<file path="config.mk">
export PLATFORM = sky130hd
export DESIGN_NAME = polyline_length_stack_core_flat
export DESIGN_NICKNAME = d
export VERILOG_FILES = /design/src/rtl/core/pls_pkg.sv /design/src/rtl/core/pls_item_if.sv /design/src/rtl/core/pls_result_if.sv /design/src/rtl/core/pls_isqrt.sv /design/src/rtl/core/polyline_length_stack_core.sv /design/src/flat_wrapper.sv
export SDC_FILE = /design/constraint.sdc
export NUM_CORES = 2
export LEC_CHECK = 0
export CAP_MARGIN = 20
export CORE_ASPECT_RATIO = 2
export CORE_MARGIN = 3
export CORE_UTILIZATION = 50
export DETAILED_ROUTE_END_ITERATION = 16
export DONT_BUFFER_PORTS = 1
export PLACE_DENSITY = 0.72
export SYNTH_ARGS = -nofsm -noshare
export SYNTH_HDL_FRONTEND = slang
export SYNTH_HIERARCHICAL = 1
export SYNTH_SLANG_ARGS = --single-unit
</file>
<file path="constraint.sdc">
create_clock -name clk -period 9.9 [get_ports clk]
set_input_delay 0.99 -clock clk [delete_from_list [all_inputs] [get_ports clk]]
set_output_delay 0.99 -clock clk [all_outputs]
set_load 0.02 [all_outputs]
</file>
<file path="src/rtl/core/pls_pkg.sv">
// shared constants and types of the polyline length stack
`default_nettype none
package pls_pkg;

  localparam int unsigned MAX_POINTS_DEF = 10;
  localparam int unsigned COORD_BITS_DEF = 16;

  localparam int unsigned SEG_BITS       = 25;
  localparam int unsigned SUM_BITS       = 28;
  localparam int unsigned COUNT_OUT_BITS = 4;
  localparam int unsigned STATUS_BITS    = 2;

  localparam int unsigned RAD_BITS       = 50;
  localparam int unsigned ROOT_BITS      = 25;
  localparam int unsigned SAT_SHIFT      = 34;
  localparam int unsigned FRAC_SHIFT     = 16;

  localparam logic [SEG_BITS-1:0] SEG_MAX = {SEG_BITS{1'b1}};
  localparam logic [SUM_BITS-1:0] SUM_MAX = {SUM_BITS{1'b1}};

  localparam logic OP_ADD    = 1'b0;
  localparam logic OP_REMOVE = 1'b1;

  localparam logic [STATUS_BITS-1:0] ST_OK    = 2'd0;
  localparam logic [STATUS_BITS-1:0] ST_FULL  = 2'd1;
  localparam logic [STATUS_BITS-1:0] ST_EMPTY = 2'd2;

  typedef struct packed {
    logic busy;
    logic done;
  } sqrt_stat_t;

endpackage
`default_nettype wire

</file>
<file path="src/rtl/core/pls_item_if.sv">
// input word channel: opcode and point coordinates
`default_nettype none
interface pls_item_if #(
  parameter int unsigned COORD_BITS = pls_pkg::COORD_BITS_DEF
);
  logic                         valid;
  logic                         ready;
  logic                         opcode;
  logic signed [COORD_BITS-1:0] point_x;
  logic signed [COORD_BITS-1:0] point_y;

  modport source (output valid, output opcode, output point_x, output point_y, input ready);
  modport sink (input valid, input opcode, input point_x, input point_y, output ready);
endinterface
`default_nettype wire

</file>
<file path="src/rtl/core/pls_result_if.sv">
// result word channel: total length, point count and status
`default_nettype none
interface pls_result_if;
  logic                                valid;
  logic                                ready;
  logic [pls_pkg::SUM_BITS-1:0]        total_length;
  logic [pls_pkg::COUNT_OUT_BITS-1:0]  point_count;
  logic [pls_pkg::STATUS_BITS-1:0]     status;

  modport source (output valid, output total_length, output point_count, output status,
                  input ready);
  modport sink (input valid, input total_length, input point_count, input status,
                output ready);
endinterface
`default_nettype wire

</file>
<file path="src/rtl/core/pls_isqrt.sv">
// iterative integer square root, two radicand bits per cycle
`default_nettype none
module pls_isqrt (
  input  wire logic                              clk,
  input  wire logic                              rst,
  input  wire logic                              start,
  input  wire logic [pls_pkg::RAD_BITS-1:0]      radicand,
  output logic      [pls_pkg::ROOT_BITS-1:0]     root,
  output pls_pkg::sqrt_stat_t                    stat
);
  import pls_pkg::*;

  localparam logic [RAD_BITS-1:0] BIT_START = RAD_BITS'(1) << (RAD_BITS - 2);

  logic [RAD_BITS-1:0] rem;
  logic [RAD_BITS-1:0] res;
  logic [RAD_BITS-1:0] bitpos;
  logic                busy;
  logic                done;
  logic [RAD_BITS-1:0] trial;

  assign trial = res + bitpos;

  always_ff @(posedge clk) begin
    if (rst) begin
      busy <= 1'b0;
      done <= 1'b0;
    end else begin
      done <= 1'b0;
      if (start) begin
        busy <= 1'b1;
      end else if (busy && bitpos[0]) begin
        busy <= 1'b0;
        done <= 1'b1;
      end
    end
  end

  always_ff @(posedge clk) begin
    if (start) begin
      rem    <= radicand;
      res    <= '0;
      bitpos <= BIT_START;
    end else if (busy) begin
      if (rem >= trial) begin
        rem <= rem - trial;
        res <= (res >> 1) + bitpos;
      end else begin
        res <= res >> 1;
      end
      bitpos <= bitpos >> 2;
    end
  end

  assign root      = res[ROOT_BITS-1:0];
  assign stat.busy = busy;
  assign stat.done = done;

`ifndef ASSERT_OFF
  a_no_restart: assert property (@(posedge clk) disable iff (rst) busy |-> !start)
    else $error("square root restarted while busy");
  a_done_ends_busy: assert property (@(posedge clk) disable iff (rst)
    done |-> !busy && $past(busy))
    else $error("square root done without a preceding run");
  a_root_fits: assert property (@(posedge clk) disable iff (rst)
    done |-> (res >> ROOT_BITS) == '0)
    else $error("square root result too wide");
`endif

endmodule
`default_nettype wire

</file>
<file path="src/rtl/core/polyline_length_stack_core.sv">
// polyline length stack: vertex store, sequencer and running length total
// Each input word adds a vertex or removes the last one and yields one result word with the
// total length (unsigned Q8), the point count and a status. A refused word and the first
// vertex go from acceptance straight to the result load, a removal through its update state
// first; an add after an existing vertex passes through the difference, two squarings on one
// shared multiplier, the sum, 25 iterations in the square root unit (two radicand bits a
// cycle) until it reports done, the update and the result load. A squared distance too large
// for the root skips it. The input is ready again the cycle after the result load, and the
// block waits in its last state while an earlier result is still held. One word is worked
// on at a time; the next one is taken while a finished result still waits.
// Vertex and segment stores are memories with a registered read and need no clearing.
`default_nettype none
module polyline_length_stack_core #(
  parameter int unsigned MAX_POINTS = pls_pkg::MAX_POINTS_DEF,
  parameter int unsigned COORD_BITS = pls_pkg::COORD_BITS_DEF
) (
  input  wire logic          clk,
  input  wire logic          rst,
  pls_item_if.sink           item,
  pls_result_if.source       result
);
  import pls_pkg::*;

  localparam int unsigned IW  = $clog2(MAX_POINTS);
  localparam int unsigned CW  = $clog2(MAX_POINTS + 1);
  localparam int unsigned DW  = COORD_BITS + 1;
  localparam int unsigned PW  = 2 * DW;
  localparam int unsigned SW  = PW + 1;
  localparam int unsigned SW1 = SUM_BITS + 1;

  localparam logic [3:0] S_IDLE = 4'd0;
  localparam logic [3:0] S_DIFF = 4'd1;
  localparam logic [3:0] S_SQX  = 4'd2;
  localparam logic [3:0] S_SQY  = 4'd3;
  localparam logic [3:0] S_SUM  = 4'd4;
  localparam logic [3:0] S_ROOT = 4'd5;
  localparam logic [3:0] S_ACC  = 4'd6;
  localparam logic [3:0] S_REM  = 4'd7;
  localparam logic [3:0] S_DONE = 4'd8;

  logic [3:0]                   state;
  logic [CW-1:0]                count;
  logic [SUM_BITS-1:0]          length_sum;
  logic signed [COORD_BITS-1:0] x_reg;
  logic signed [COORD_BITS-1:0] y_reg;
  logic [STATUS_BITS-1:0]       status_reg;

  logic [2*COORD_BITS-1:0]      vtx_mem [MAX_POINTS];
  logic [SEG_BITS-1:0]          seg_mem [MAX_POINTS];
  logic [2*COORD_BITS-1:0]      vtx_rd;
  logic [SEG_BITS-1:0]          seg_rd;

  logic [DW-1:0]                ax;
  logic [DW-1:0]                ay;
  logic [PW-1:0]                sq_x;
  logic [PW-1:0]                sq_y;
  logic                         sat;

  logic                         res_valid;
  logic [SUM_BITS-1:0]          res_total;
  logic [COUNT_OUT_BITS-1:0]    res_count;
  logic [STATUS_BITS-1:0]       res_status;

  logic                         accept;
  logic [CW-1:0]                count_m1;
  logic [IW-1:0]                rd_idx;
  logic [IW-1:0]                wr_idx;
  logic signed [COORD_BITS-1:0] prev_x;
  logic signed [COORD_BITS-1:0] prev_y;
  logic signed [DW-1:0]         dx;
  logic signed [DW-1:0]         dy;
  logic [DW-1:0]                mul_a;
  logic [PW-1:0]                product;
  logic [SW-1:0]                sq_sum;
  logic [RAD_BITS-1:0]          radicand;
  logic                         sqrt_start;
  logic [ROOT_BITS-1:0]         root;
  sqrt_stat_t                   sqrt_stat;
  logic [SEG_BITS-1:0]          seg_len;
  logic [SW1-1:0]               sum_add;
  logic                         load_res;

  assign accept   = item.valid && item.ready;
  assign count_m1 = count - CW'(1);
  assign rd_idx   = count_m1[IW-1:0];
  assign wr_idx   = count[IW-1:0];

  // vertex and segment stores
  always_ff @(posedge clk) begin
    if (accept && item.opcode == OP_ADD && count != CW'(MAX_POINTS)) begin
      vtx_mem[wr_idx] <= {item.point_x, item.point_y};
    end
    vtx_rd <= vtx_mem[rd_idx];
  end

  always_ff @(posedge clk) begin
    if (state == S_ACC) begin
      seg_mem[wr_idx] <= seg_len;
    end
    seg_rd <= seg_mem[rd_idx];
  end

  // shared datapath
  assign prev_x  = vtx_rd[2*COORD_BITS-1:COORD_BITS];
  assign prev_y  = vtx_rd[COORD_BITS-1:0];
  assign dx      = DW'(x_reg) - DW'(prev_x);
  assign dy      = DW'(y_reg) - DW'(prev_y);
  assign mul_a   = (state == S_SQX) ? ax : ay;
  assign product = PW'(mul_a) * PW'(mul_a);
  assign sq_sum  = SW'(sq_x) + SW'(sq_y);
  assign radicand = RAD_BITS'(sq_sum) << FRAC_SHIFT;
  assign sqrt_start = (state == S_SUM) && ((sq_sum >> SAT_SHIFT) == '0);
  assign seg_len = sat ? SEG_MAX : SEG_BITS'(root);
  assign sum_add = SW1'(length_sum) + SW1'(seg_len);
  assign load_res = (state == S_DONE) && (!res_valid || result.ready);

  pls_isqrt u_isqrt (
    .clk      (clk),
    .rst      (rst),
    .start    (sqrt_start),
    .radicand (radicand),
    .root     (root),
    .stat     (sqrt_stat)
  );

  always_ff @(posedge clk) begin
    case (state)
      S_IDLE: begin
        if (accept) begin
          x_reg <= item.point_x;
          y_reg <= item.point_y;
        end
      end
      S_DIFF: begin
        ax <= dx[DW-1] ? DW'(-dx) : DW'(dx);
        ay <= dy[DW-1] ? DW'(-dy) : DW'(dy);
      end
      S_SQX: sq_x <= product;
      S_SQY: sq_y <= product;
      S_SUM: sat <= (sq_sum >> SAT_SHIFT) != '0;
      default: ;
    endcase
  end

  // sequencer
  always_ff @(posedge clk) begin
    if (rst) begin
      state      <= S_IDLE;
      count      <= '0;
      length_sum <= '0;
      status_reg <= ST_OK;
    end else begin
      case (state)
        S_IDLE: begin
          if (accept) begin
            status_reg <= ST_OK;
            if (item.opcode == OP_ADD) begin
              if (count == CW'(MAX_POINTS)) begin
                status_reg <= ST_FULL;
                state      <= S_DONE;
              end else if (count == '0) begin
                count <= count + CW'(1);
                state <= S_DONE;
              end else begin
                state <= S_DIFF;
              end
            end else begin
              if (count == '0) begin
                status_reg <= ST_EMPTY;
                state      <= S_DONE;
              end else begin
                state <= S_REM;
              end
            end
          end
        end
        S_DIFF: state <= S_SQX;
        S_SQX:  state <= S_SQY;
        S_SQY:  state <= S_SUM;
        S_SUM: begin
          state <= ((sq_sum >> SAT_SHIFT) != '0) ? S_ACC : S_ROOT;
        end
        S_ROOT: begin
          if (sqrt_stat.done) begin
            state <= S_ACC;
          end
        end
        S_ACC: begin
          length_sum <= sum_add[SUM_BITS] ? SUM_MAX : sum_add[SUM_BITS-1:0];
          count      <= count + CW'(1);
          state      <= S_DONE;
        end
        S_REM: begin
          if (count != CW'(1)) begin
            length_sum <= (length_sum > SUM_BITS'(seg_rd)) ?
                          length_sum - SUM_BITS'(seg_rd) : '0;
          end
          count <= count_m1;
          state <= S_DONE;
        end
        S_DONE: begin
          if (load_res) begin
            state <= S_IDLE;
          end
        end
        default: state <= S_IDLE;
      endcase
    end
  end

  // result register
  always_ff @(posedge clk) begin
    if (rst) begin
      res_valid <= 1'b0;
    end else if (load_res) begin
      res_valid <= 1'b1;
    end else if (result.ready) begin
      res_valid <= 1'b0;
    end
  end

  always_ff @(posedge clk) begin
    if (load_res) begin
      res_total  <= length_sum;
      res_count  <= COUNT_OUT_BITS'(count);
      res_status <= status_reg;
    end
  end

  assign item.ready          = (state == S_IDLE);
  assign result.valid        = res_valid;
  assign result.total_length = res_total;
  assign result.point_count  = res_count;
  assign result.status       = res_status;

`ifndef ASSERT_OFF
  a_count_bound: assert property (@(posedge clk) disable iff (rst)
    count <= CW'(MAX_POINTS))
    else $error("point count beyond capacity");
  a_sum_zero_short: assert property (@(posedge clk) disable iff (rst)
    count <= CW'(1) |-> length_sum == '0)
    else $error("nonzero total with fewer than two points");
  a_root_in_state: assert property (@(posedge clk) disable iff (rst)
    sqrt_stat.done || sqrt_stat.busy |-> state == S_ROOT)
    else $error("square root running outside its state");
  a_full_status: assert property (@(posedge clk) disable iff (rst)
    state == S_DONE && status_reg == ST_FULL |-> count == CW'(MAX_POINTS))
    else $error("full reported below capacity");
`endif

endmodule
`default_nettype wire

</file>
<file path="src/flat_wrapper.sv">
// flat-port wrapper written by rule: the top's interface ports become plain ports
module polyline_length_stack_core_flat import pls_pkg::*;
#(
  parameter int unsigned MAX_POINTS = pls_pkg::MAX_POINTS_DEF,
  parameter int unsigned COORD_BITS = pls_pkg::COORD_BITS_DEF
)
  (clk, rst, item_valid, item_opcode, item_point_x, item_point_y, item_ready, result_valid, result_total_length, result_point_count, result_status, result_ready);
  pls_item_if #(.COORD_BITS(COORD_BITS)) item_i ();
  pls_result_if result_i ();
  input  wire logic clk;
  input  wire logic rst;
  input wire logic [$bits(item_i.valid)-1:0] item_valid;
  input wire logic [$bits(item_i.opcode)-1:0] item_opcode;
  input wire logic [$bits(item_i.point_x)-1:0] item_point_x;
  input wire logic [$bits(item_i.point_y)-1:0] item_point_y;
  output wire logic [$bits(item_i.ready)-1:0] item_ready;
  output wire logic [$bits(result_i.valid)-1:0] result_valid;
  output wire logic [$bits(result_i.total_length)-1:0] result_total_length;
  output wire logic [$bits(result_i.point_count)-1:0] result_point_count;
  output wire logic [$bits(result_i.status)-1:0] result_status;
  input wire logic [$bits(result_i.ready)-1:0] result_ready;
  assign item_i.valid = item_valid;
  assign item_i.opcode = item_opcode;
  assign item_i.point_x = item_point_x;
  assign item_i.point_y = item_point_y;
  assign item_ready = item_i.ready;
  assign result_valid = result_i.valid;
  assign result_total_length = result_i.total_length;
  assign result_point_count = result_i.point_count;
  assign result_status = result_i.status;
  assign result_i.ready = result_ready;
  polyline_length_stack_core #(.MAX_POINTS(MAX_POINTS), .COORD_BITS(COORD_BITS)) u_core (.clk(clk), .rst(rst), .item(item_i), .result(result_i));
endmodule
</file>
======== Yosys cells after proc, flatten, opt, wreduce, memory -nomap -nowiden ========
Memories as Yosys holds them, arrays and structs flattened. A register that Yosys moved wholly into a read port is not among the register bits.
Index checks and enable logic that the tools add are counted.
storage, ports and cells
  flip-flop bits (word level) ............. 335
  memory bits (writable) .................. 570
  bits of input ports ..................... 37
  output and inout port bits .............. 36
  logic and storage cells ................. 122
  memories kept ........................... 2
operators by class
  add/subtract/negate cells ............... 12
  multipliers ............................. 1
  $lt $le $gt $ge ......................... 2
  eq/ne operators ......................... 18
  mux-type cells .......................... 38
  bitwise operators ....................... 1
  reductions and logical operators ........ 25
memory list
  memory          words  width  read ports  clocked after Yosys merged registers in  write ports  RTL line                          source
  u_core.vtx_mem  10     32     1           1                                        1            polyline_length_stack_core.sv:48  logic [2*COORD_BITS-1:0] vtx_mem [MAX_POINTS];
  u_core.seg_mem  10     25     1           1                                        1            polyline_length_stack_core.sv:49  logic [SEG_BITS-1:0] seg_mem [MAX_POINTS];
operators with widths
  operator            count
  $mux 50             4
  $mux 28             3
  $pmux 28 s2         1
  $add 49x49->50      1
  $add 50x49->50      1
  $ge 50x50->1        1
  $sub 50x50->50      1
  $mux 4              11
  $add 34x34->35      1
  $logic_not 35->1    1
  $mul 17x17->34      1
  $neg 17->17         2
  $sub 16x16->17      2
  $mux 16             2
  $pmux 4 s8          1
  $add 28x25->29      1
  $gt 28x25->1        1
  $sub 28x25->28      1
  $mux 25             1
  $mux 17             1
  $eq 4x3->1 const B  4
  $pmux 4 s3          1
  $mux 1              10
  $ne 2x2->1 const B  5
  other kinds (20)    39

======== Depth between registers and ports, before layout ========
  depth after elaboration ................. 6
  depth in mapped cells ................... 30

======== Modules after synthesis ========
Netlist, hierarchy kept.
modules (own cells, without submodules)
  module                      instances  cells an instance  area an instance (µm²)  sequential area each (µm²)
  polyline_length_stack_core  1          3386               44640.3                 24053.1
  pls_isqrt                   1          1493               11912.7                 3042.9

======== Least setup slack after synthesis ========
No wires, ideal clock.
  path kind ............................... register to register
  start ................................... reg u_core.state[2]
  end ..................................... reg u_core.sq_x[26], data pin
  setup time .............................. 0.263 ns
  data arrival time ....................... 7.367 ns
  data required time ...................... 9.637 ns
  path slack .............................. 2.269 ns
  stages on the path, launching flop included .. 29
  period minus slack after synthesis ...... 7.631 ns
  path through ............................ dfxtp_1 buf_2 nand2b_1 nor3_1 buf_2 mux2_2 clkbuf_1 nand2_1 inv_1 fa_1 inv_1 fa_1 fa_1 inv_1 fa_1 fa_1 inv_1 fa_1 inv_1 ha_1 o21ai_0 o21ai_0 a32o_1 a31o_2 o41ai_4 nor2b_1 a311o_1 a21oi_1 xnor2_1
on the way
  cells in the longest elaborated chain, start to end .. 3
ends and longest elaborated chain
  item                    RTL line                           source
  start, declared         polyline_length_stack_core.sv:41   logic [3:0] state;
  start signal, assigned  polyline_length_stack_core.sv:181  state <= ((sq_sum >> SAT_SHIFT) != '0) ? S_ACC : S_ROOT;
  $eq 4x2->1              polyline_length_stack_core.sv:108  assign mul_a = (state == S_SQX) ? ax : ay;
  $mux 17                 polyline_length_stack_core.sv:108
  $mul 17x17->34          polyline_length_stack_core.sv:109  assign product = PW'(mul_a) * PW'(mul_a);
  net u_core.product[26]  polyline_length_stack_core.sv:73   logic [PW-1:0] product;
  end signal, assigned    polyline_length_stack_core.sv:138  S_SQX: sq_x <= product;
  end, declared           polyline_length_stack_core.sv:55   logic [PW-1:0] sq_x;
The timed path passes the listed nets, and every way through them passes these cells.
A chain may end at the register's enable or synchronous reset.

======== Worst setup path in the final report ========
  start ................................... reg u_core.state[2]
  end ..................................... reg u_core.sq_y[33], data pin
on the way
  cells in the longest elaborated chain, start to end .. 3
ends and longest elaborated chain
  item                    RTL line                           source
  $eq 4x2->1              polyline_length_stack_core.sv:108
  $mux 17                 polyline_length_stack_core.sv:108
  $mul 17x17->34          polyline_length_stack_core.sv:109
  net u_core.product[33]  polyline_length_stack_core.sv:73
  end signal, assigned    polyline_length_stack_core.sv:139  S_SQY: sq_y <= product;
  end, declared           polyline_length_stack_core.sv:56   logic [PW-1:0] sq_y;
The timed path passes the listed nets, and every way through them passes these cells.

==> out/metrics.csv <==
metric;value;unit
Final Max Slew Viols;0;
vias in the first global route;40030;
first-pass GRT wire length;223200;um
Die ar.;117400;um^2
Post-DP HPWL;109100;um
DR vias;37990;
PortBufs;0;
Hold Startpoint;rst;
Final min period;8.540;ns
Via-to-Cell Ratio;5.950;
fin crit share;86.27;%
CTS tree;done;
chip width;243.8;um
setup violators final;0;
initial DRC count;2047;
syn_area_per_cell;11.59;um^2
Startpoint Class;flip-flop;
post-route cell area;61040;um^2
Crit path required time;10.33;ns
CP endpoint kind;flip-flop;
clk sinks;960;
drt total wl;145900;um
most frequent cells in the layout;edfxtp_1 (787), inv_1 (436), nor2_1 (330);
WS Path Type;reg -> reg;
Max-Cap Viols;0;
Pre-antenna DRT Iters;5;
Worst Setup SP;u_core/state[2];
die height;481.6;um
Max-slew headroom;15.93;%
RSZ-0062 raised after global routing;false;
critical path's slowest cell;a211oi_1;
pin count of the biggest net entering global routing;104;
row cnt;173;
Clk Latency, worst-skew pair;0.71;ns
deepest clock path buffer count;3;
Crit Path Max Fanout;21;
I/O pin cnt;73;
Setup TNS Final;0;ns
Setup Skew;0.03515;ns
Least-Margin Pin Slew;1.229;ns
Worst EP arrival;8.97;ns
initial antenna violation count;2;
CTS resizes;0;
Largest Register;u_core/vtx_mem;
Max Fclk;117.1;MHz
Largest stage delay, worst path;0.64;ns
Hold Path Class;in -> reg;
share of cells above drive strength 1;9.353;%
DRT antenna net count;0;
Critical Path Most Common Cell;fa_1;
Final Hold Violating Endpoints;0;
root buf cell;clkbuf_16;
Post-Syn Area;56550;um^2
final net count;5385;
CTS H-Tree Depth;3;
GRT Residual Overflow;0;
total CTS buffers;85;
Starting Density;50.63;%
most common cell after layout, fill and taps aside;edfxtp_1;
core box area;111700;um^2
area grow syn2layout;7.950;%
Syn. warnings;6;
Fill cells;9519;
placed cell areas;58120;um^2
DR WL/cell;22.84;um
# hold bufs at CTS;0;
Syn Inst Count;4878;
max reg flops;320;
Top Registers;u_core/vtx_mem: 320 flops, u_core/seg_mem: 250 flops;
Residual DRC;0;
outcome;finished, final reports clean;
Worst-path clk slew;0.07;ns
GPL Wtd Cong;0.9662;
Reg2Reg Launch Point;u_core/state[2];
Overall Global Routing Usage;24.82;%
postcts setup bufs;0;
layer usage:
layer  GRT usage [%]  vias up  part of all wire [%]
met1           22.97    18890                    32
li1                -    17590                     -
met5               0        -                0.0089
met3           2.709      469                   3.5
met2           49.81     1041                    57
met4           16.78        2                   7.3
cell type report:
class                   instances  area [um^2]  area share [%]
clock inverters                58        624.3           1.023
well taps                    1487         1861           3.048
flip-flops and latches        960        27100           44.40
clock buffers                 100         2276           3.729
diodes                          2        5.005        0.008199
multi-input cells            3276        27030           44.27
repair buffers                 61        486.7          0.7974
inverters                     442         1659           2.718
worst paths after layout:
kind | to | slack (ns) | cells past startpoint
hold / removal | u_core/u_isqrt/busy | 0.34 | 1
setup / recovery | u_core/sq_y[33] | 1.36 | 26
hold reg to reg | u_core/result.status[1] | 0.49 | 0
setup reg to reg | u_core/sq_y[33] | 1.36 | 26
worst max-delay path, delay by kind of cell, from the launching register on:
family	cells	cell delay (ns)
AO/OA/AOI/OAI	7	2.27
buffers and inverters	6	0.96
adder cells (fa/ha/maj)	7	3.33
multiplexers	1	0.48
flip-flops	1	0.40
XOR/XNOR	1	0.13
AND/OR/NAND/NOR	4	0.68
through the flow:
stage	hold slack [ns]	worst slack (ns)	cells	util, %
after global placement	0.4543	1.457	6224	52.02
after global routing	0.3141	0.9255	6385	54.65
after CTS	0.3016	1.397	6383	54.63
after floorplan	0.4029	2.269	4893	-
final	0.3448	1.360	6386	54.65
after detailed placement	0.4427	1.436	6225	52.03
Power is not shown: default switching activity piles up to over one toggle a cycle in this logic, so the estimate is an artifact.
